--- config.mk ---
export PLATFORM = sky130hd
export DESIGN_NAME = rcm_back
export DESIGN_NICKNAME = d
export VERILOG_FILES = /design/src/sv/rcm_pkg.sv /design/src/sv/rcm_back.sv
export SDC_FILE = /design/constraint.sdc
export NUM_CORES = 1
export LEC_CHECK = 0
export BUFFER_PORTS_ARGS = -buffer_cell sky130_fd_sc_hd__buf_2
export CORE_ASPECT_RATIO = 0.9
export CORE_MARGIN = 5
export CORE_UTILIZATION = 30
export CTS_BUF_LIST = sky130_fd_sc_hd__clkbuf_4 sky130_fd_sc_hd__clkbuf_8 sky130_fd_sc_hd__clkbuf_16
export DETAILED_ROUTE_END_ITERATION = 6
export PLACE_DENSITY = 0.57
export SYNTH_ARGS = -nofsm -noshare
export SYNTH_HDL_FRONTEND = slang
export SYNTH_SLANG_ARGS = --single-unit
export TNS_END_PERCENT = 1
--- constraint.sdc ---
create_clock -name clk -period 13 [get_ports clk]
set_input_delay 1.3 -clock clk [delete_from_list [all_inputs] [get_ports clk]]
set_output_delay 1.3 -clock clk [all_outputs]
set_load 0.01 [all_outputs]
--- src/sv/rcm_pkg.sv ---
// Shared types, constants and balance arithmetic for the random crossfade mixer.
package rcm_pkg;

    // Q1.14 unity and half, Q5.11 gate high threshold
    localparam logic [14:0]        ONE_Q14     = 15'd16384;
    localparam logic signed [15:0] HALF_Q14    = 16'sd8192;
    localparam logic signed [15:0] GATE_HIGH   = 16'sd2048;
    // ceil(2^23 / 10), exact floor(n / 10) for n below 2^22
    localparam logic [43:0]        RECIP_TENTH = 44'd838861;

    localparam int TDATA_IN_W  = 176;
    localparam int TUSER_IN_W  = 2;
    localparam int TDATA_OUT_W = 48;

    // Configuration register indexes
    localparam logic [1:0] CFG_KNOB_SPLIT = 2'd0;
    localparam logic [1:0] CFG_KNOB_INNER = 2'd1;
    localparam logic [1:0] CFG_KNOB_FINAL = 2'd2;

    // Gate source codes
    localparam logic [1:0] GATE_NONE = 2'd0;
    localparam logic [1:0] GATE_JACK = 2'd1;
    localparam logic [1:0] GATE_MAIN = 2'd2;

    // One classified item handed from the front to the back
    typedef struct packed {
        logic signed [15:0] sample_ab;
        logic signed [15:0] sample_a;
        logic signed [15:0] sample_b;
        logic [14:0]        split_l;
        logic [14:0]        split_r;
        logic [14:0]        lane_r0;
        logic [14:0]        lane_r1;
        logic [14:0]        final_r;
    } job_t;

    // knob + cv/5 in Q1.14, cv*8/5 rounded to nearest, clamped to +-1
    function automatic logic signed [15:0] balance_value(
        input logic signed [15:0] knob,
        input logic signed [15:0] cv
    );
        logic [15:0]        mag;
        logic [19:0]        num;
        logic [43:0]        prod;
        logic [15:0]        q;
        logic signed [17:0] sum;
        mag  = cv[15] ? 16'(-cv) : cv;
        num  = {mag, 4'b0000} + 20'd5;
        prod = 44'(num) * RECIP_TENTH;
        q    = prod[38:23];
        if (cv[15])
            sum = 18'(knob) - $signed({2'b00, q});
        else
            sum = 18'(knob) + $signed({2'b00, q});
        if (sum > 18'sd16384)
            sum = 18'sd16384;
        else if (sum < -18'sd16384)
            sum = -18'sd16384;
        return 16'(sum);
    endfunction

    // New right level of one balance unit
    function automatic logic [14:0] balance_unit(
        input logic [14:0]        held,
        input logic signed [15:0] bal,
        input logic               trig,
        input logic [15:0]        rnd
    );
        logic signed [17:0] t;
        logic [16:0]        lim;
        logic signed [15:0] lin;
        logic [14:0]        res;
        if (bal < 16'sd0)
            t = -18'(bal) - 18'sd8192;
        else
            t = 18'sd24576 - 18'(bal);
        lim = {t[14:0], 2'b00};
        lin = bal + HALF_Q14;
        if (bal > -HALF_Q14 && bal < HALF_Q14)
            res = lin[14:0];
        else if (trig)
            res = ({1'b0, rnd} > lim) ? 15'd0 : ONE_Q14;
        else
            res = held;
        return res;
    endfunction

    // Level doubled and clamped to unity
    function automatic logic [14:0] double_clamp(input logic [14:0] lvl);
        return (lvl >= 15'd8192) ? ONE_Q14 : {lvl[13:0], 1'b0};
    endfunction

endpackage

--- src/sv/rcm_back.sv ---
// Back end: products and mixes on one shared multiply-accumulate, output register.
module rcm_back (
    input  logic                             clk,
    input  logic                             rst_n,
    input  logic                             q_empty,
    input  rcm_pkg::job_t                    job,
    output logic                             q_pop,
    output logic                             m_tvalid,
    input  logic                             m_tready,
    output logic [rcm_pkg::TDATA_OUT_W-1:0]  m_tdata
);

    typedef enum logic [3:0] {
        B_IDLE, B_X0, B_X1, B_M0A, B_M0B, B_M1A, B_M1B, B_MIXA, B_MIXB, B_OUT
    } bstate_t;

    bstate_t            state_reg;
    logic signed [31:0] acc_reg;
    logic signed [15:0] x0_reg, x1_reg, m0_reg, m1_reg;
    logic signed [15:0] out_a_reg, out_b_reg, out_mix_reg;
    logic               m_tvalid_reg;

    logic signed [15:0] op_a;
    logic [14:0]        op_b;
    logic               op_add;
    logic signed [31:0] prod, acc_next;
    logic signed [15:0] acc_round;
    logic               out_load;

    // round Q?.25 back to Q5.11, ties up, then saturate
    function automatic logic signed [15:0] fin(input logic signed [31:0] v);
        logic signed [32:0] t;
        logic signed [18:0] s;
        t = 33'(v) + 33'sd8192;
        s = 19'(t >>> 14);
        if (s > 19'sd32767)
            return 16'sh7fff;
        else if (s < -19'sd32768)
            return 16'sh8000;
        else
            return 16'(s);
    endfunction

    // operand selection per step
    always_comb
    begin
        op_a   = 16'sd0;
        op_b   = 15'd0;
        op_add = 1'b0;
        unique case (state_reg)
            B_X0:   begin op_a = job.sample_ab; op_b = job.split_l; end
            B_X1:   begin op_a = job.sample_ab; op_b = job.split_r; end
            B_M0A:  begin op_a = x0_reg; op_b = rcm_pkg::ONE_Q14 - job.lane_r0; end
            B_M0B:  begin op_a = job.sample_a; op_b = job.lane_r0; op_add = 1'b1; end
            B_M1A:  begin op_a = x1_reg; op_b = rcm_pkg::ONE_Q14 - job.lane_r1; end
            B_M1B:  begin op_a = job.sample_b; op_b = job.lane_r1; op_add = 1'b1; end
            B_MIXA: begin op_a = m0_reg; op_b = rcm_pkg::ONE_Q14 - job.final_r; end
            B_MIXB: begin op_a = m1_reg; op_b = job.final_r; op_add = 1'b1; end
            default: ;
        endcase
        prod      = 32'(op_a) * 32'($signed({1'b0, op_b}));
        acc_next  = op_add ? acc_reg + prod : prod;
        acc_round = fin(acc_reg);
    end

    assign out_load = (state_reg == B_OUT) && (!m_tvalid_reg || m_tready);
    assign q_pop    = out_load;
    assign m_tvalid = m_tvalid_reg;
    assign m_tdata  = {out_mix_reg, out_b_reg, out_a_reg};

    // step sequencer, accumulator and output register
    always_ff @(posedge clk or negedge rst_n)
    begin
        if (!rst_n)
        begin
            state_reg    <= B_IDLE;
            m_tvalid_reg <= 1'b0;
            acc_reg      <= 32'sd0;
            x0_reg       <= 16'sd0;
            x1_reg       <= 16'sd0;
            m0_reg       <= 16'sd0;
            m1_reg       <= 16'sd0;
            out_a_reg    <= 16'sd0;
            out_b_reg    <= 16'sd0;
            out_mix_reg  <= 16'sd0;
        end
        else
        begin
            if (m_tvalid_reg && m_tready && !out_load)
                m_tvalid_reg <= 1'b0;
            if (state_reg != B_IDLE && state_reg != B_OUT)
                acc_reg <= acc_next;
            unique case (state_reg)
                B_IDLE:
                begin
                    if (!q_empty)
                        state_reg <= B_X0;
                end
                B_X0:   state_reg <= B_X1;
                B_X1:   begin x0_reg <= acc_round; state_reg <= B_M0A; end
                B_M0A:  begin x1_reg <= acc_round; state_reg <= B_M0B; end
                B_M0B:  state_reg <= B_M1A;
                B_M1A:  begin m0_reg <= acc_round; state_reg <= B_M1B; end
                B_M1B:  state_reg <= B_MIXA;
                B_MIXA: begin m1_reg <= acc_round; state_reg <= B_MIXB; end
                B_MIXB: state_reg <= B_OUT;
                B_OUT:
                begin
                    if (out_load)
                    begin
                        out_a_reg    <= x0_reg;
                        out_b_reg    <= x1_reg;
                        out_mix_reg  <= acc_round;
                        m_tvalid_reg <= 1'b1;
                        state_reg    <= B_IDLE;
                    end
                end
                default: state_reg <= B_IDLE;
            endcase
        end
    end

endmodule
=== Yosys cells after proc, flatten, opt, wreduce, memory -nomap -nowiden ===
Cells that the tools add are included.

* Flip-flop bits (word level): 149
* Input bits: 127
* Output and inout bits: 50
* Logic and storage cells: 55

* Add/subtract/negate cells: 5
* Multiply operators: 1
* Order comparisons: 2
* Eq/ne operators: 12
* Multiplexer cells: 12
* Reduce and logical (&&, ||, !) cells: 13

{| class="wikitable"
|+ Operators with widths
! operator !! count
|-
| $pmux W15 S8 || 1
|-
| $pmux W16 S7 || 1
|-
| $sub A15 B15 Y15 const A || 3
|-
| $pmux W4 S10 || 1
|-
| $add A32 B15 Y33 const B || 1
|-
| $add A32 B32 Y32 || 1
|-
| $mul A16 B16 Y32 || 1
|-
| $mux W16 || 2
|-
| $mux W32 || 1
|-
| $gt A19 B16 Y1 const B || 1
|-
| $lt A19 B16 Y1 const B || 1
|-
| $eq A4 B3 Y1 const B || 4
|-
| $eq A4 B2 Y1 const B || 2
|-
| $eq A4 B4 Y1 const B || 2
|-
| $mux W4 || 2
|-
| $eq A4 B1 Y1 const B || 1
|-
| $logic_and A1 B1 Y1 || 4
|-
| $logic_not A4 Y1 || 1
|-
| $mux W1 || 4
|-
| $ne A2 B2 Y1 const B || 2
|-
| $ne A4 B4 Y1 const B || 1
|-
| $reduce_and A2 Y1 || 2
|-
| $reduce_bool A4 Y1 || 1
|-
| $reduce_or A3 Y1 || 1
|-
| 3 further kinds || 4
|}

=== Depth between registers and ports, before layout ===
* Depth after elaboration: 8
* Gate-level depth with buffers: 46
* Depth with buffers taken out: 44

=== Least setup slack after synthesis ===
Ideal clock, no wire load.

* Kind: in2reg
* Start: in job[33] in the netlist's numbering
* End: reg acc_reg[31]
* Setup time: 0.090 ns
* Data arrival time: 10.482 ns
* Required time: 12.910 ns
* Setup slack: 2.428 ns
* Stages: 39
* Buffers on the path: 2
* Cells stage by stage: or4_1 a2111oi_2 and2_1 nand3_1 xor2_1 o211ai_1 clkbuf_1 nand2_1 fa_1 fa_1 inv_1 fa_1 fa_1 fa_1 inv_1 fa_1 inv_1 ha_1 (+3 left out) a21boi_0 o21ai_1 a21o_1 or3_1 a41o_1 o41ai_4 xnor2_1 ha_1 and3_1 nand3_1 inv_1 a22o_1 a21o_2 nor4_4 nor2_2 or3_1 mux2_2 o2111ai_1

* Longest elaborated chain between the ends: 5

{| class="wikitable"
|+ Ends and longest elaborated chain
! what !! line !! source
|-
| start, declared || rcm_back.sv:6 || <nowiki>input rcm_pkg::job_t job,</nowiki>
|-
| $sub A15 B15 Y15 || rcm_back.sv:53 || <nowiki>B_M0A: begin op_a = x0_reg; op_b = rcm_pkg::ONE_Q14 - job.lane_r0; end</nowiki>
|-
| $pmux W15 S8 (*) || rcm_back.sv:50 || <nowiki>unique case (state_reg)</nowiki>
|-
| $mul A16 B16 Y32 (*) || rcm_back.sv:61 || <nowiki>prod = 32'(op_a) * 32'($signed({1'b0, op_b}));</nowiki>
|-
| $add A32 B32 Y32 || rcm_back.sv:62 || <nowiki>acc_next = op_add ? acc_reg + prod : prod;</nowiki>
|-
| $mux W32 (*) || rcm_back.sv:62 ||
|-
| end signal, assigned || rcm_back.sv:92 || <nowiki>acc_reg <= acc_next;</nowiki>
|-
| end, declared || rcm_back.sv:18 || <nowiki>logic signed [31:0] acc_reg;</nowiki>
|}

Every way passes the cells marked *; elsewhere a longest branch is shown, timed or not.
A chain may end at the register's enable or synchronous reset.

=== Final worst setup path ===
Ends and elaborated chain as after synthesis.

==> results.json <==
{
  "largest_reg_flops": 32,
  "io_pins": 177,
  "dp.final_hpwl_um": 48000,
  "crit_top_cell": "fa_1",
  "yosysUniqueCellTypes": 70,
  "setup_tns_ns": 0,
  "fillers": 6324,
  "wl_per_cell_um": 18.5,
  "htreeDepth": 4,
  "rows": 86,
  "period_minus_slack_ns": 11.32,
  "yosysWarnings": 0,
  "cts.sink_count": 149,
  "post_cts_buffers": 0,
  "syn_avg_cell_area_um2": 8.46,
  "rr_worst_depth": 43,
  "dieArea_um2": 67200,
  "clockRootBuffer": "clkbuf_16",
  "cp.depth": 40,
  "cts_tree": "yes",
  "rsz0062_at_grt": "no",
  "setup_violations": 0,
  "status": "finished, final reports clean",
  "ys_top_cells_by_area": "fa_1 27%, dfrtp_1 20%, ha_1 7.8%",
  "drt-total-wl_um": 59100,
  "numPortBuffers": 176,
  "clk_latency_ns": 0.44,
  "clk_pin_slew_ns": 0.07,
  "syn_inst": 2204,
  "core_um2": 61400,
  "dieHeight_um": 246,
  "clk_path_buf_depth": 2,
  "worstSetupPathType": "in -> reg",
  "first_iter_violations": 1330,
  "timing.final.crit_share_pct": 87.1,
  "die_w_um": 273,
  "cts_buffers": 17,
  "grt_pass1_wl_um": 94300,
  "synth_edf_count": 0,
  "reg2reg_from": "state_reg[3]",
  "crit_family": "adder cells",
  "antennaDiodeCount": 0,
  "worst_slew_pin_slew_ns": 1.25,
  "worstPathArrival_ns": 11.66,
  "worst-path-buf-inv": 5,
  "grt_max_degree": 77,
  "num-nets-final": 2827,
  "synth_top_area_share_pct": 26.5,
  "final_hold_viol_count": 0,
  "synthTopCellsByCount": "366 x nand2_1, 332 x inv_1, 247 x fa_1, 208 x nor2_1, 149 x dfrtp_1",
  "critPathLaunchType": "input pin",
  "cp_max_fo": 16,
  "slowest_delay_ns": 0.65,
  "drt.antenna.violating_nets": 0,
  "netlist_area_um2": 18600,
  "vias": 15959,
  "yosysSeqAreaShare_pct": 20.0,
  "syn-num-nets": 2694,
  "critPathRequiredTime_ns": 13.34,
  "yosysMostFrequentCell": "nand2_1",
  "post-route-drc-count": 0,
  "synth-seq-cells": 149,
  "end_kind": "flop",
  "drt-pass1-iter-count": 7,
  "maxSlewViolCount": 0,
  "min_path_type": "reg -> reg",
  "ys.flop_type": "dfrtp_1",
  "crit_path_end": "acc_reg[31]",
  "cp-startpoint": "job[33]",
  "grt_pass1_vias": 16571,
  "antenna_found_initial": 0,
  "r2r_end": "acc_reg[31]",
  "async_flop_share_pct": 100,
  "vias_per_cell": 5.01,
  "max_freq_mhz": 88.4,
  "yosysTopAreaCell": "fa_1",
  "maxCapViolations": 0,
  "grt_use_total_pct": 17.7,
  "cts_resized": 0,
  "holdBufCountCts": 0,
  "overflow": 0,
  "slowest_stage": "o211ai_2",
  "slew_headroom_pct": 16.5,
  "start_util_pct": 30.3,
  "fin_worst_skew_ns": 0.0188,
  "place_congestion": 0.935,
  "reg2reg_slack_ns": 1.74,
  "drive_above_1_share_pct": 11.5,
  "area_growth_pct": 13.3
}
[stage by stage]
stage	std cells	setup WS (ns)	util [%]	hold slack [ns]	instance area (um^2)
3_5_place_dp	3154	1.29	33.3	0.458	20500
6_report	3186	1.68	34.4	0.473	21100
3_3_place_gp	3154	1.49	33.3	0.457	20500
2_1_floorplan	2204	2.43	-	0.451	18600
5_1_grt	3186	1.05	34.4	0.490	21100
4_1_cts	3186	1.72	34.4	0.476	21100
[cells by family after synthesis]
family | Yosys count | share of synthesized area [%]
simple gates | 738 | 17.1
buf+inv | 426 | 8.63
compound gates | 422 | 14.8
fa+ha+maj | 363 | 34.3
flops | 149 | 20.0
xor+xnor | 88 | 4.13
mux | 18 | 0.980
[cell usage in the layout, fill, tap and decap left out, drive strengths merged, types with 3 or more instances in the layout]
cell and count:
o41ai 3, o211ai 11, nor4 5, nand3b 3, dfrtp 149, a31oi 6, o21bai 6, xnor2 55
fa 247, nand2b 15, and2 13, a222oi 17, nand4 22, a221o 3, buf 208, and3 10
or3 7, nor2 209, nand2 366, a21boi 3, a211oi 12, nor2b 8, mux2i 16, a22oi 64
clkbuf 18, nand3 28, inv 337, o2111ai 4, nor3b 3, clkinv 6, nor3 25, o21ai 107
a21oi 115, and4 15, or2 4, o21a 28, ha 116, xor2 33, a21o 22
[cell type report]
class                           count  area (um^2)  area share, %
Clock buffer                       18          439           2.08
Multi-Input combinational cell   1629        13300           63.2
Timing Repair Buffer              208         1130           5.34
Clock inverter                     14          190          0.901
Sequential cell                   149         3730           17.7
Inverter                          332         1250           5.90
Tap cell                          836         1050           4.95
[metal layers]
layer / wire (um) / track usage, %
met1: 26100 / 24.2
met2: 26300 / 27.9
met3: 4960 / 4.53
met4: 1760 / 5.29
met5: 0 / 0
[worst min-delay path by stage]
| stage | depth (start not counted) | to | slack [ns] | startpoint |
|---|---|---|---|---|
| after detailed placement | 2 | out_b_reg[8] | 0.46 | out_b_reg[8] |
| after floorplan | 2 | m1_reg[0] | 0.45 | m1_reg[0] |
| after CTS | 2 | out_b_reg[8] | 0.48 | out_b_reg[8] |
| final | 2 | out_a_reg[8] | 0.47 | out_a_reg[8] |
| after global placement | 2 | out_a_reg[11] | 0.46 | out_a_reg[11] |
| after global routing | 2 | out_a_reg[14] | 0.49 | out_a_reg[14] |
[worst register-to-register path, delay by kind of cell (launching register included)]
family | cells | cell delay, ns
XOR/XNOR | 2 | 0.37
flip-flops | 1 | 0.64
AO/OA/AOI/OAI | 12 | 2.36
adder cells (fa/ha/maj) | 9 | 4.06
AND/OR/NAND/NOR | 12 | 2.58
multiplexers | 1 | 0.27
buffers and inverters | 7 | 0.87
Power is not shown: default switching activity piles up to over one toggle a cycle in this logic, so the estimate is an artifact.
