<file path="config.mk">
export PLATFORM = sky130hd
export DESIGN_NAME = rcm_queue
export DESIGN_NICKNAME = d
export VERILOG_FILES = /design/src/sv/rcm_pkg.sv /design/src/sv/rcm_queue.sv
export SDC_FILE = /design/constraint.sdc
export NUM_CORES = 1
export LEC_CHECK = 0
export ABC_AREA = 1
export BUFFER_PORTS_ARGS = -buffer_cell sky130_fd_sc_hd__buf_2
export CAP_MARGIN = 25
export CORE_MARGIN = 5
export CORE_UTILIZATION = 30
export DETAILED_ROUTE_END_ITERATION = 7
export PLACE_DENSITY = 0.53
export SLEW_MARGIN = 0
export SYNTH_ARGS = -nofsm -noshare
export SYNTH_HDL_FRONTEND = slang
export SYNTH_SLANG_ARGS = --single-unit
</file>
<file path="constraint.sdc">
create_clock -name clk -period 6.4 [get_ports clk]
set_input_delay 0.32 -clock clk [delete_from_list [all_inputs] [get_ports clk]]
set_output_delay 0.32 -clock clk [all_outputs]
set_load 0.01 [all_outputs]
</file>
<file path="src/sv/rcm_pkg.sv">
// Shared types, constants and balance arithmetic for the random crossfade mixer.
package rcm_pkg;

    // Q1.14 unity and half, Q5.11 gate high threshold
    localparam logic [14:0]        ONE_Q14     = 15'd16384;
    localparam logic signed [15:0] HALF_Q14    = 16'sd8192;
    localparam logic signed [15:0] GATE_HIGH   = 16'sd2048;
    // ceil(2^23 / 10), exact floor(n / 10) for n below 2^22
    localparam logic [43:0]        RECIP_TENTH = 44'd838861;

    localparam int TDATA_IN_W  = 176;
    localparam int TUSER_IN_W  = 2;
    localparam int TDATA_OUT_W = 48;

    // Configuration register indexes
    localparam logic [1:0] CFG_KNOB_SPLIT = 2'd0;
    localparam logic [1:0] CFG_KNOB_INNER = 2'd1;
    localparam logic [1:0] CFG_KNOB_FINAL = 2'd2;

    // Gate source codes
    localparam logic [1:0] GATE_NONE = 2'd0;
    localparam logic [1:0] GATE_JACK = 2'd1;
    localparam logic [1:0] GATE_MAIN = 2'd2;

    // One classified item handed from the front to the back
    typedef struct packed {
        logic signed [15:0] sample_ab;
        logic signed [15:0] sample_a;
        logic signed [15:0] sample_b;
        logic [14:0]        split_l;
        logic [14:0]        split_r;
        logic [14:0]        lane_r0;
        logic [14:0]        lane_r1;
        logic [14:0]        final_r;
    } job_t;

    // knob + cv/5 in Q1.14, cv*8/5 rounded to nearest, clamped to +-1
    function automatic logic signed [15:0] balance_value(
        input logic signed [15:0] knob,
        input logic signed [15:0] cv
    );
        logic [15:0]        mag;
        logic [19:0]        num;
        logic [43:0]        prod;
        logic [15:0]        q;
        logic signed [17:0] sum;
        mag  = cv[15] ? 16'(-cv) : cv;
        num  = {mag, 4'b0000} + 20'd5;
        prod = 44'(num) * RECIP_TENTH;
        q    = prod[38:23];
        if (cv[15])
            sum = 18'(knob) - $signed({2'b00, q});
        else
            sum = 18'(knob) + $signed({2'b00, q});
        if (sum > 18'sd16384)
            sum = 18'sd16384;
        else if (sum < -18'sd16384)
            sum = -18'sd16384;
        return 16'(sum);
    endfunction

    // New right level of one balance unit
    function automatic logic [14:0] balance_unit(
        input logic [14:0]        held,
        input logic signed [15:0] bal,
        input logic               trig,
        input logic [15:0]        rnd
    );
        logic signed [17:0] t;
        logic [16:0]        lim;
        logic signed [15:0] lin;
        logic [14:0]        res;
        if (bal < 16'sd0)
            t = -18'(bal) - 18'sd8192;
        else
            t = 18'sd24576 - 18'(bal);
        lim = {t[14:0], 2'b00};
        lin = bal + HALF_Q14;
        if (bal > -HALF_Q14 && bal < HALF_Q14)
            res = lin[14:0];
        else if (trig)
            res = ({1'b0, rnd} > lim) ? 15'd0 : ONE_Q14;
        else
            res = held;
        return res;
    endfunction

    // Level doubled and clamped to unity
    function automatic logic [14:0] double_clamp(input logic [14:0] lvl);
        return (lvl >= 15'd8192) ? ONE_Q14 : {lvl[13:0], 1'b0};
    endfunction

endpackage

</file>
<file path="src/sv/rcm_queue.sv">
// Two-entry queue of classified items between front and back.
module rcm_queue (
    input  logic          clk,
    input  logic          rst_n,
    input  logic          push,
    input  rcm_pkg::job_t push_data,
    input  logic          pop,
    output logic          full,
    output logic          empty,
    output rcm_pkg::job_t head
);

    rcm_pkg::job_t mem [2];
    logic          wr_ptr_reg, rd_ptr_reg;
    logic [1:0]    count_reg;

    assign full  = (count_reg == 2'd2);
    assign empty = (count_reg == 2'd0);
    assign head  = mem[rd_ptr_reg];

    // pointers and fill count
    always_ff @(posedge clk or negedge rst_n)
    begin
        if (!rst_n)
        begin
            wr_ptr_reg <= 1'b0;
            rd_ptr_reg <= 1'b0;
            count_reg  <= 2'd0;
        end
        else
        begin
            if (push)
                wr_ptr_reg <= ~wr_ptr_reg;
            if (pop)
                rd_ptr_reg <= ~rd_ptr_reg;
            if (push && !pop)
                count_reg <= count_reg + 2'd1;
            else if (pop && !push)
                count_reg <= count_reg - 2'd1;
        end
    end

    // storage
    always_ff @(posedge clk)
    begin
        if (push)
            mem[wr_ptr_reg] <= push_data;
    end

endmodule

</file>
# [Word-level counts from Yosys, hierarchy flattened]
# Memory sizes are Yosys's and may differ from the RTL's.
# Index checks and enable logic that the tools add are counted.
[classes] addsub=2 eq_ne=1 muxes=4 n_bitwise=2 reduce_logical=6
[op_table] cell="$mux W2" n=2
[op_table] cell="$add A2 B1 Y2 const B" n=1
[op_table] cell="$eq A2 B2 Y1 const B" n=1
[op_table] cell="$logic_and A1 B1 Y1" n=2
[op_table] cell="$logic_not A1 Y1" n=2
[op_table] cell="$logic_not A2 Y1" n=1
[op_table] cell="$mux W1" n=2
[op_table] cell="$not A1 Y1" n=2
[op_table] cell="$reduce_bool A2 Y1" n=1
[op_table] cell="$sub A2 B1 Y2 const B" n=1
[word_totals] reg_bits=4 ram_bits=246 wordCells=19 mem_count=1
[mem_list] name="mem" depth=2 word_bits=123 read_ports=1 rd_clocked_by_memory_dff=0 write_ports=1 line_no="rcm_queue.sv:13" rtl="rcm_pkg::job_t mem [2];"

# [Longest topological paths before layout]
# Gate-level depths: netlist (run 1).
[logic_depth] ltp_word=4 mapped_depth=7 depth_no_buf=7

# [Worst setup path before layout (run 1)]
# Ideal clock, no wire load.
[synth_timing] path_kind="register -> register" start="reg wr_ptr_reg" end="mem mem[0][0] in the netlist's numbering, enable pin" setup_time_ns=0.610 t_arrival_ns=5.524 required_time_ns=5.790 slack_ns=0.266 stages_incl_launch_ff=2 n_path_buf=0 period_less_slack_ns=6.134 path_cell_list="dfrtp_1 nor2_1"
[synth_lines] item="start: declaration" line_no="rcm_queue.sv:14" rtl="logic wr_ptr_reg, rd_ptr_reg;"
[synth_lines] item="start signal: assignment" line_no="rcm_queue.sv:33" rtl="wr_ptr_reg <= ~wr_ptr_reg;"
[synth_lines] item="end: declaration" line_no="rcm_queue.sv:13"
# Straight into the memory's write port.

==> impl_metrics.py, run 1 <==
metrics = {
    "drt": {
        "first_pass_iters": 4,
        "drc": 0,
        "ant_nets": 0,
        "vias": 5121,
        "routedWlPerCell_um": 16.1,
        "drt_iter0_drc": 177,
        "viasPerCell": 4.18,
        "routed_wl_um": 19700,
    },
    "clock_network": {
        "cts_tree": "built",
        "cts-root-buf": "clkbuf_16",
        "cts_hold_buf": 126,
        "clock_path_buffers": 3,
        "clock_latency_ns": 0.52,
        "clkSinkCount": 250,
        "clkTransAtPathRegs_ns": 0.05,
        "cts_htree_levels": 1,
        "cts_buffers": 27,
        "cts_resized": 0,
        "postCtsSetupBuffers": 0,
    },
    "timing": {
        "timing.setup.tns_ns": 0,
        "finalHoldViolations": 0,
        "slew_viol_final": 0,
        "worstMarginPinSlew_ns": 0.837,
        "timing.final.ws_setup_ns": 3.56,
        "period_needed_ns": 2.84,
        "setup_viol": 0,
        "max_freq_ghz": 0.353,
        "rsz0062_at_grt": "no",
        "period_share_pct": 44.3,
        "hold_ws_ns": 0.167,
        "slew_headroom_pct": 44.2,
        "skew_ns": 0.00689,
    },
    "logic_synthesis": {
        "yosysSeqAreaShare_pct": 80.3,
        "synthCells": 408,
        "synth_top_area_share_pct": 79.2,
        "yosysWarnings": 0,
        "avgSynthCellArea_um2": 22.9,
        "syn_area_um2": 9320,
        "synthesis.nets": 536,
        "yosys-top-cells-area": "edfxtp_1, mux2_4, mux2_2, dfrtp_1, buf_6",
        "synth_seq_cells": 250,
        "ys_types": 14,
        "yosys.area.top_type": "edfxtp_1",
    },
    "die": {
        "pin_count": 252,
        "die_area_um2": 34700,
        "die_h_um": 186,
        "coreArea_um2": 30700,
        "start_util_pct": 30.4,
        "die_w_um": 186,
        "fp-row-count": 64,
    },
    "global_routing": {
        "grt-ovfl-total": 0,
        "met2_usage_pct": 18.8,
        "gr-usage-met3_pct": 3.25,
        "grt_pass1_wl_um": 29700,
        "grt_max_degree": 80,
        "antenna_found_initial": 2,
        "grt_use_total_pct": 10.7,
        "grt_most_used_layer": "met2",
        "grt_pass1_vias": 5662,
        "grt_use_met1_pct": 12.7,
    },
    "final_layout": {
        "final_common_cell": "buf_2",
        "area_delta_synth_final_pct": 42.1,
        "final_cell_mix": "buf_2, edfxtp_1, dlygate4sd3_1",
        "drive_above_1_share_pct": 51.0,
        "stdcell_count": 1224,
        "fin_nets": 934,
        "fillCellCount": 2722,
        "largest_register_ffs": 246,
    },
    "setup_path": {
        "crit_path_start_kind": "flop",
        "worstPathMaxFanout": 48,
        "cp_slowest_cell": "buf_4",
        "crit_path_cell_trace": "buf_4 -> mux2_2 -> buf_2",
        "path_class": "flop to output port",
        "max_stage_delay_ns": 0.71,
        "end_kind": "output port",
        "required_ns": 6.08,
        "worstPathArrival_ns": 2.52,
    },
    "placed_design": {
        "dp_slack_ns": 3.94,
        "hpwl_um": 12900,
        "placed_cells": 1046,
        "io_buffers": 251,
        "place_congestion": 0.739,
    },
    "power": {
        "p_total_mw": 5.50,
        "power_density_nw_per_um2": 415,
        "power.leakage_nw": 5.18,
        "vdd_drop_max_mv": 0.209,
    },
    "run_status": {
        "outcome": "complete, no violations",
    },
    "flow_run": {
        "max_cap_viol_count": 0,
    },
    "worst_hold_path": {
        "hold_class": "primary input to asynchronous set/reset pin",
    },
}
[area by class of cell]
class,count,area (µm²),area share [%]
inverters,7,28.8,0.217
flip-flops and latches,250,7490,56.5
diodes,2,5.00,0.0378
clock inverters,18,264,1.99
repair buffers,383,2570,19.4
clock buffers,31,691,5.21
well taps,396,495,3.74
multi-input cells,137,1700,12.8
[through the flow]
stage / cell area [µm²] / util, %
2_1_floorplan: 9320 / -
3_3_place_gp: 11000 / 35.9
6_report: 13200 / 43.2
5_1_grt: 13200 / 43.2
3_5_place_dp: 11000 / 35.9
4_1_cts: 13200 / 43.1
[layer usage]
| layer | up-vias | wire length [µm] |
|---|---|---|
| li1 | 2406 | - |
| met1 | 2484 | 7650 |
| met2 | 191 | 9910 |
| met3 | 40 | 1600 |
| met4 | 0 | 549 |
| met5 | - | 0 |
[synthesized netlist by cell type, drive strengths merged]
cell type  instances
edfxtp           246
mux2             123
buf               14
inv                7
nand2              5
dfrtp              4
nor2               3
xor2               2
ha                 1
nand3              1
nand4              1
xnor2              1
[worst max-delay path, delay by kind of cell, from the launching register on]
family                 cells  cell delay, ns
buffers and inverters      2            0.85
flip-flops                 1            0.66
multiplexers               1            0.41
[power breakdown]
| part | internal (mW) | switching (mW) | total (mW) | leakage [nW] |
|---|---|---|---|---|
| registers | 2.17 | 0.108 | 2.28 | 2.35 |
| clock network | 1.05 | 0.597 | 1.65 | 0.464 |
| logic | 0.783 | 0.791 | 1.57 | 2.37 |
| total | 4.01 | 1.50 | 5.50 | 5.18 |
[cell families (layout without fill, tap and decap cells)]
| group | count (synthesis) | in the layout | share of synthesized area (%) |
|---|---|---|---|
| other | 0 | 2 | 0 |
| AND/OR/NAND/NOR | 10 | 10 | 0.443 |
| multiplexers | 123 | 123 | 17.3 |
| XOR/XNOR | 3 | 3 | 0.282 |
| buffers and inverters | 21 | 439 | 1.57 |
| flip-flops | 250 | 250 | 80.3 |
| adder cells (fa/ha/maj) | 1 | 1 | 0.134 |
[worst paths after layout]
path / start / to / slack [ns] / cells after the start
max reg2reg: wr_ptr_reg$_DFFE_PN0P_ / mem[1][99]$_DFFE_PP_ / 4.18 / 4
min: rst_n / count_reg[0]$_DFFE_PN0P_ / 0.17 / 2
max in group asynchronous: rst_n / rd_ptr_reg$_DFFE_PN0P_ / 6.09 / 2
max: rd_ptr_reg$_DFFE_PN0P_ / head[116] / 3.56 / 3
min in group clk: count_reg[1]$_DFFE_PN0P_ / count_reg[1]$_DFFE_PN0P_ / 0.51 / 2
min reg2reg: count_reg[1]$_DFFE_PN0P_ / count_reg[1]$_DFFE_PN0P_ / 0.51 / 2
No activity file was read; power rests on OpenSTA's default activity.
==> run 2: changes to the inputs <==
Settings changed: PLACE_DENSITY 0.53 to 0.52.
Clock period 6.4 ns to 2.8 ns, I/O delays scaled along.
==> run 2 against run 1 <==
Compared with the run above: register-to-register slack worse by 3.0 ns; critical path depth did not move; setup slack worse by 2.8 ns; utilization down 0.12 points; final cell count fell by 0.16%; die area stayed put; global-route usage hardly changed; combinational power is 140% higher; hold slack gained 0.17 ns; clock power rose by 110%; sequential power grew 130%; first-iteration DRC count up 1.1%; largest power group unchanged; highest routed layer unchanged.
==> impl_metrics.py, run 2 (synthesized netlist as in run 1, its figures left out) <==
metrics = {
    "run_status": {
        "outcome": "complete, no violations",
    },
    "die": {
        "start_util_pct": 30.4,
        "die_w_um": 186,
        "pin_count": 252,
        "coreArea_um2": 30700,
        "fp-row-count": 64,
        "die_h_um": 186,
        "die_area_um2": 34700,
    },
    "placed_design": {
        "hpwl_um": 12800,
        "post_dp_cell_area_um2": 11100,
        "place_congestion": 0.711,
        "placed_cells": 1047,
        "dp_slack_ns": 1.21,
        "io_buffers": 251,
    },
    "final_layout": {
        "fin_nets": 934,
        "final_cell_mix": "buf_2, edfxtp_1, dlygate4sd3_1",
        "n_antenna_cell": 0,
        "area_delta_synth_final_pct": 41.7,
        "fin_area_um2": 13200,
        "largest_register_ffs": 246,
        "drive_above_1_share_pct": 51.1,
        "stdcell_count": 1222,
        "final_common_cell": "buf_2",
    },
    "setup_path": {
        "worst-path-buf-inv": 2,
        "required_ns": 2.66,
        "cp_top_family": "buffers and inverters",
        "path_class": "flop to output port",
        "max_stage_delay_ns": 0.44,
        "worstPathArrival_ns": 1.91,
        "r2r_slack_ns": 1.22,
        "crit_path_start_kind": "flop",
        "crit_path_cell_trace": "buf_12 -> mux2_4 -> buf_2",
        "cp_slowest_cell": "dfrtp_4",
        "worstPathMaxFanout": 64,
        "end_kind": "output port",
    },
    "timing": {
        "period_share_pct": 73.2,
        "max_freq_ghz": 0.488,
        "slew_viol_final": 0,
        "finalHoldViolations": 0,
        "timing.setup.tns_ns": 0,
        "timing.final.ws_setup_ns": 0.750,
        "period_needed_ns": 2.05,
        "rsz0062_at_grt": "no",
        "skew_ns": 0.00886,
        "setup_viol": 0,
        "hold_ws_ns": 0.340,
        "worstMarginPinSlew_ns": 0.668,
        "slew_headroom_pct": 55.5,
    },
    "flow_run": {
        "max_cap_viol_count": 0,
    },
    "drt": {
        "drc": 0,
        "ant_nets": 0,
        "drt_iter0_drc": 179,
        "first_pass_iters": 4,
        "routedWlPerCell_um": 16.0,
        "vias": 5106,
        "routed_wl_um": 19600,
        "viasPerCell": 4.18,
    },
    "clock_network": {
        "clock_path_buffers": 3,
        "clkTransAtPathRegs_ns": 0.06,
        "postCtsSetupBuffers": 0,
        "clkSinkCount": 250,
        "cts_htree_levels": 1,
        "cts-root-buf": "clkbuf_16",
        "cts_buffers": 26,
        "cts_tree": "built",
        "clock_latency_ns": 0.52,
    },
    "power": {
        "vdd_drop_max_mv": 0.542,
        "power.leakage_nw": 5.16,
        "power_density_nw_per_um2": 933,
    },
    "global_routing": {
        "grt_max_degree": 80,
        "grt-ovfl-total": 0,
        "grt_use_total_pct": 10.7,
        "grt_pass1_vias": 5562,
        "antenna_found_initial": 0,
        "grt_pass1_wl_um": 29500,
    },
    "worst_hold_path": {
        "hold_class": "primary input to flop",
    },
}
-- run 2: cell type report --
type / instances / area (µm²)
inverters: 7 / 30.0
clock buffers: 29 / 683
repair buffers: 384 / 2620
well taps: 396 / 495
clock inverters: 19 / 191
fillers: 2725 / 17500
multi-input cells: 137 / 1700
flip-flops and latches: 250 / 7490
-- run 2: path summary, 6_finish.rpt --
| kind | startpoint | to | cells after the start |
|---|---|---|---|
| worst max-delay path | rd_ptr_reg$_DFFE_PN0P_ | head[77] | 3 |
| worst min-delay path | push_data[10] | mem[1][10]$_DFFE_PP_ | 2 |
| worst max register to register | wr_ptr_reg$_DFFE_PN0P_ | mem[1][55]$_DFFE_PP_ | 3 |
| worst min register to register | count_reg[1]$_DFFE_PN0P_ | count_reg[1]$_DFFE_PN0P_ | 2 |
| max in group asynchronous | rst_n | rd_ptr_reg$_DFFE_PN0P_ | 3 |
| min in group asynchronous | rst_n | count_reg[0]$_DFFE_PN0P_ | 3 |
-- run 2: metrics by stage --
step	utilization [%]	power [mW]
final	43.1	12.3
after global routing	43.1	13.0
after floorplan	-	7.62
after global placement	36.1	8.83
after CTS	43.1	12.6
after detailed placement	36.1	8.90
-- run 2: metal layers --
layer  GRT usage [%]  part of all wire, %  routed length [µm]  up-vias
met1            12.6                   39                7560     2477
met3            2.96                  8.0                1560       36
met2            18.9                   50                9820      182
met5               0                    0                   0        -
met4            3.41                  3.2                 627        0
li1                -                    -                   -     2411
-- run 2: repair_timing --
item | in CTS | in global routing
hold buffers | 127 | 0
resized for setup | 0 | 0
endpoints found under the hold margin | 252 | 0
-- run 2: report_power, final --
part	internal, mW	switching [mW]	leakage [nW]
registers	4.97	0.178	2.35
clock network	2.11	1.36	0.426
logic	1.83	1.89	2.38
total	8.91	3.42	5.16
==> run 3: changes to the inputs <==
Settings changed: PLACE_DENSITY 0.52 to 0.53.
Clock period 2.8 ns to 1.84 ns, I/O delays scaled along.
==> run 3 against run 2 <==
Compared with the run above: the run now ends with negative setup slack left; final cell count rose by 1.1%; via count increased by 2.1%; register-to-register slack lost 0.75 ns; global-route usage grew 0.68 points; critical path depth grew 2; non-clock buffer count increased by 14; sequential power up 52%; critical endpoint is now head[31]; die area stayed put; largest power group is now combinational cells; clock skew about the same; routed wire length is 9.5% higher.
==> impl_metrics.py, run 3 (synthesized netlist as in run 1, its figures left out) <==
metrics = {
    "run_status": {
        "outcome": "finished, violations left",
        "violations": "negative setup slack",
    },
    "power": {
        "power.leakage_nw": 5.76,
        "vdd_drop_max_mv": 0.809,
        "p_total_mw": 21.9,
        "power_density_nw_per_um2": 1510,
    },
    "worst_hold_path": {
        "hold_class": "primary input to flop",
        "min_path_cells": 2,
        "min_from": "push_data[113]",
        "min_to": "mem[0][113]$_DFFE_PP_",
    },
    "setup_path": {
        "crit_path_start_kind": "flop",
        "path_class": "flop to output port",
        "required_ns": 1.75,
        "reg2reg_from": "wr_ptr_reg$_DFFE_PN0P_",
        "reg2reg_depth": 3,
        "r2r_slack_ns": 0.47,
        "worstPathArrival_ns": 1.87,
        "worstPathMaxFanout": 8,
        "rr_endpoint": "mem[1][102]$_DFFE_PP_",
        "end_kind": "output port",
    },
    "clock_network": {
        "cts_htree_levels": 1,
        "clkSinkCount": 250,
        "clock_path_buffers": 3,
        "clock_latency_ns": 0.51,
        "cts_tree": "built",
        "cts_buffers": 26,
        "clkTransAtPathRegs_ns": 0.06,
        "cts-root-buf": "clkbuf_16",
    },
    "final_layout": {
        "largest_register_ffs": 246,
        "drive_above_1_share_pct": 52.3,
        "area_delta_synth_final_pct": 55.3,
        "stdcell_count": 1236,
        "fin_area_um2": 14500,
        "final_common_cell": "edfxtp_1",
        "fin_nets": 948,
        "final_cell_mix": "edfxtp_1, buf_2, dlygate4sd3_1",
        "fin_util_pct": 47.2,
    },
    "timing": {
        "slew_headroom_pct": 73.9,
        "timing.final.ws_setup_ns": -0.122,
        "max_freq_ghz": 0.510,
        "period_needed_ns": 1.96,
        "hold_ws_ns": 0.297,
        "timing.setup.tns_ns": -8.27,
        "period_share_pct": 107,
        "finalHoldViolations": 0,
        "skew_ns": 0.00837,
        "setup_viol": 113,
        "rsz0062_at_grt": "yes",
        "slew_viol_final": 0,
        "worstMarginPinSlew_ns": 0.391,
    },
    "die": {
        "coreArea_um2": 30700,
        "fp-row-count": 64,
        "die_area_um2": 34700,
        "pin_count": 252,
        "die_w_um": 186,
        "start_util_pct": 30.4,
        "die_h_um": 186,
    },
    "global_routing": {
        "grt_use_total_pct": 11.3,
        "grt_max_degree": 65,
        "grt-ovfl-total": 0,
        "grt_pass1_wl_um": 30800,
        "grt_pass1_vias": 5773,
        "antenna_found_initial": 1,
    },
    "drt": {
        "drt_iter0_drc": 218,
        "viasPerCell": 4.22,
        "routed_wl_um": 21400,
        "first_pass_iters": 4,
        "routedWlPerCell_um": 17.3,
        "ant_nets": 0,
        "vias": 5215,
        "drc": 0,
    },
    "placed_design": {
        "dp_slack_ns": 0.368,
        "place_congestion": 0.689,
        "hpwl_um": 12600,
        "placed_cells": 1047,
        "post_dp_cell_area_um2": 11100,
        "io_buffers": 251,
    },
    "flow_run": {
        "max_cap_viol_count": 0,
    },
}
-- run 3: cell types whose count changed in the layout (fill, tap and decap cells not counted), sizes merged --
cell / change
clkinvlp: -1
buf: +11
clkbuf: +2
bufinv: +2
diode: +1
clkinv: -1
-- run 3: worst max path at each step --
stage / from / to / slack, ns / depth (start not counted)
3_5_place_dp: rd_ptr_reg$_DFFE_PN0P_ / head[122] / 0.37 / 3
5_1_grt: rd_ptr_reg$_DFFE_PN0P_ / head[118] / -0.17 / 4
3_3_place_gp: rd_ptr_reg$_DFFE_PN0P_ / head[122] / 0.37 / 3
4_1_cts: rd_ptr_reg$_DFFE_PN0P_ / head[57] / -0.17 / 4
2_1_floorplan: wr_ptr_reg$_DFFE_PN0P_ / mem[1][0]$_DFFE_PP_ / -0.86 / 2
6_report: rd_ptr_reg$_DFFE_PN0P_ / head[31] / -0.12 / 5
-- run 3: critical path: stages, from the launching register on --
cell and delay (ns):
dfrtp_4 0.50, buf_12 0.15, buf_12 0.13, buf_16 0.14
mux2_2 0.29, buf_6 0.13
-- run 3: power by group --
part / switching, mW / internal, mW / total (mW)
Combinational: 3.54 / 4.92 / 8.45
Clock: 2.08 / 3.49 / 5.57
Sequential: 0.286 / 7.56 / 7.84
Total: 5.90 / 16.0 / 21.9
-- run 3: per-layer routing --
layer | track usage, % | vias to the layer above | wire length, µm
li1 | - | 2437 | -
met1 | 13.6 | 2556 | 8450
met2 | 20.2 | 186 | 10900
met3 | 3.09 | 36 | 1610
met4 | 2.89 | 0 | 514
met5 | 0 | - | 0
-- run 3: area by class of cell --
class | count | area, µm²
inverters | 7 | 30.0
diodes | 1 | 2.50
multi-input cells | 137 | 1840
fillers | 2559 | 16200
clock buffers | 28 | 679
well taps | 396 | 495
repair buffers | 398 | 3700
flip-flops and latches | 250 | 7490
clock inverters | 19 | 241
-- run 3: what timing repair did --
| item | CTS | global route |
|---|---|---|
| gates resized for setup | 93 | 79 |
| hold buffers | 127 | 0 |
| buffers inserted | 3 | 0 |
| endpoints found under the setup margin | 123 | 123 |
| cloned | 7 | 4 |
| endpoints found under the hold margin | 253 | 0 |
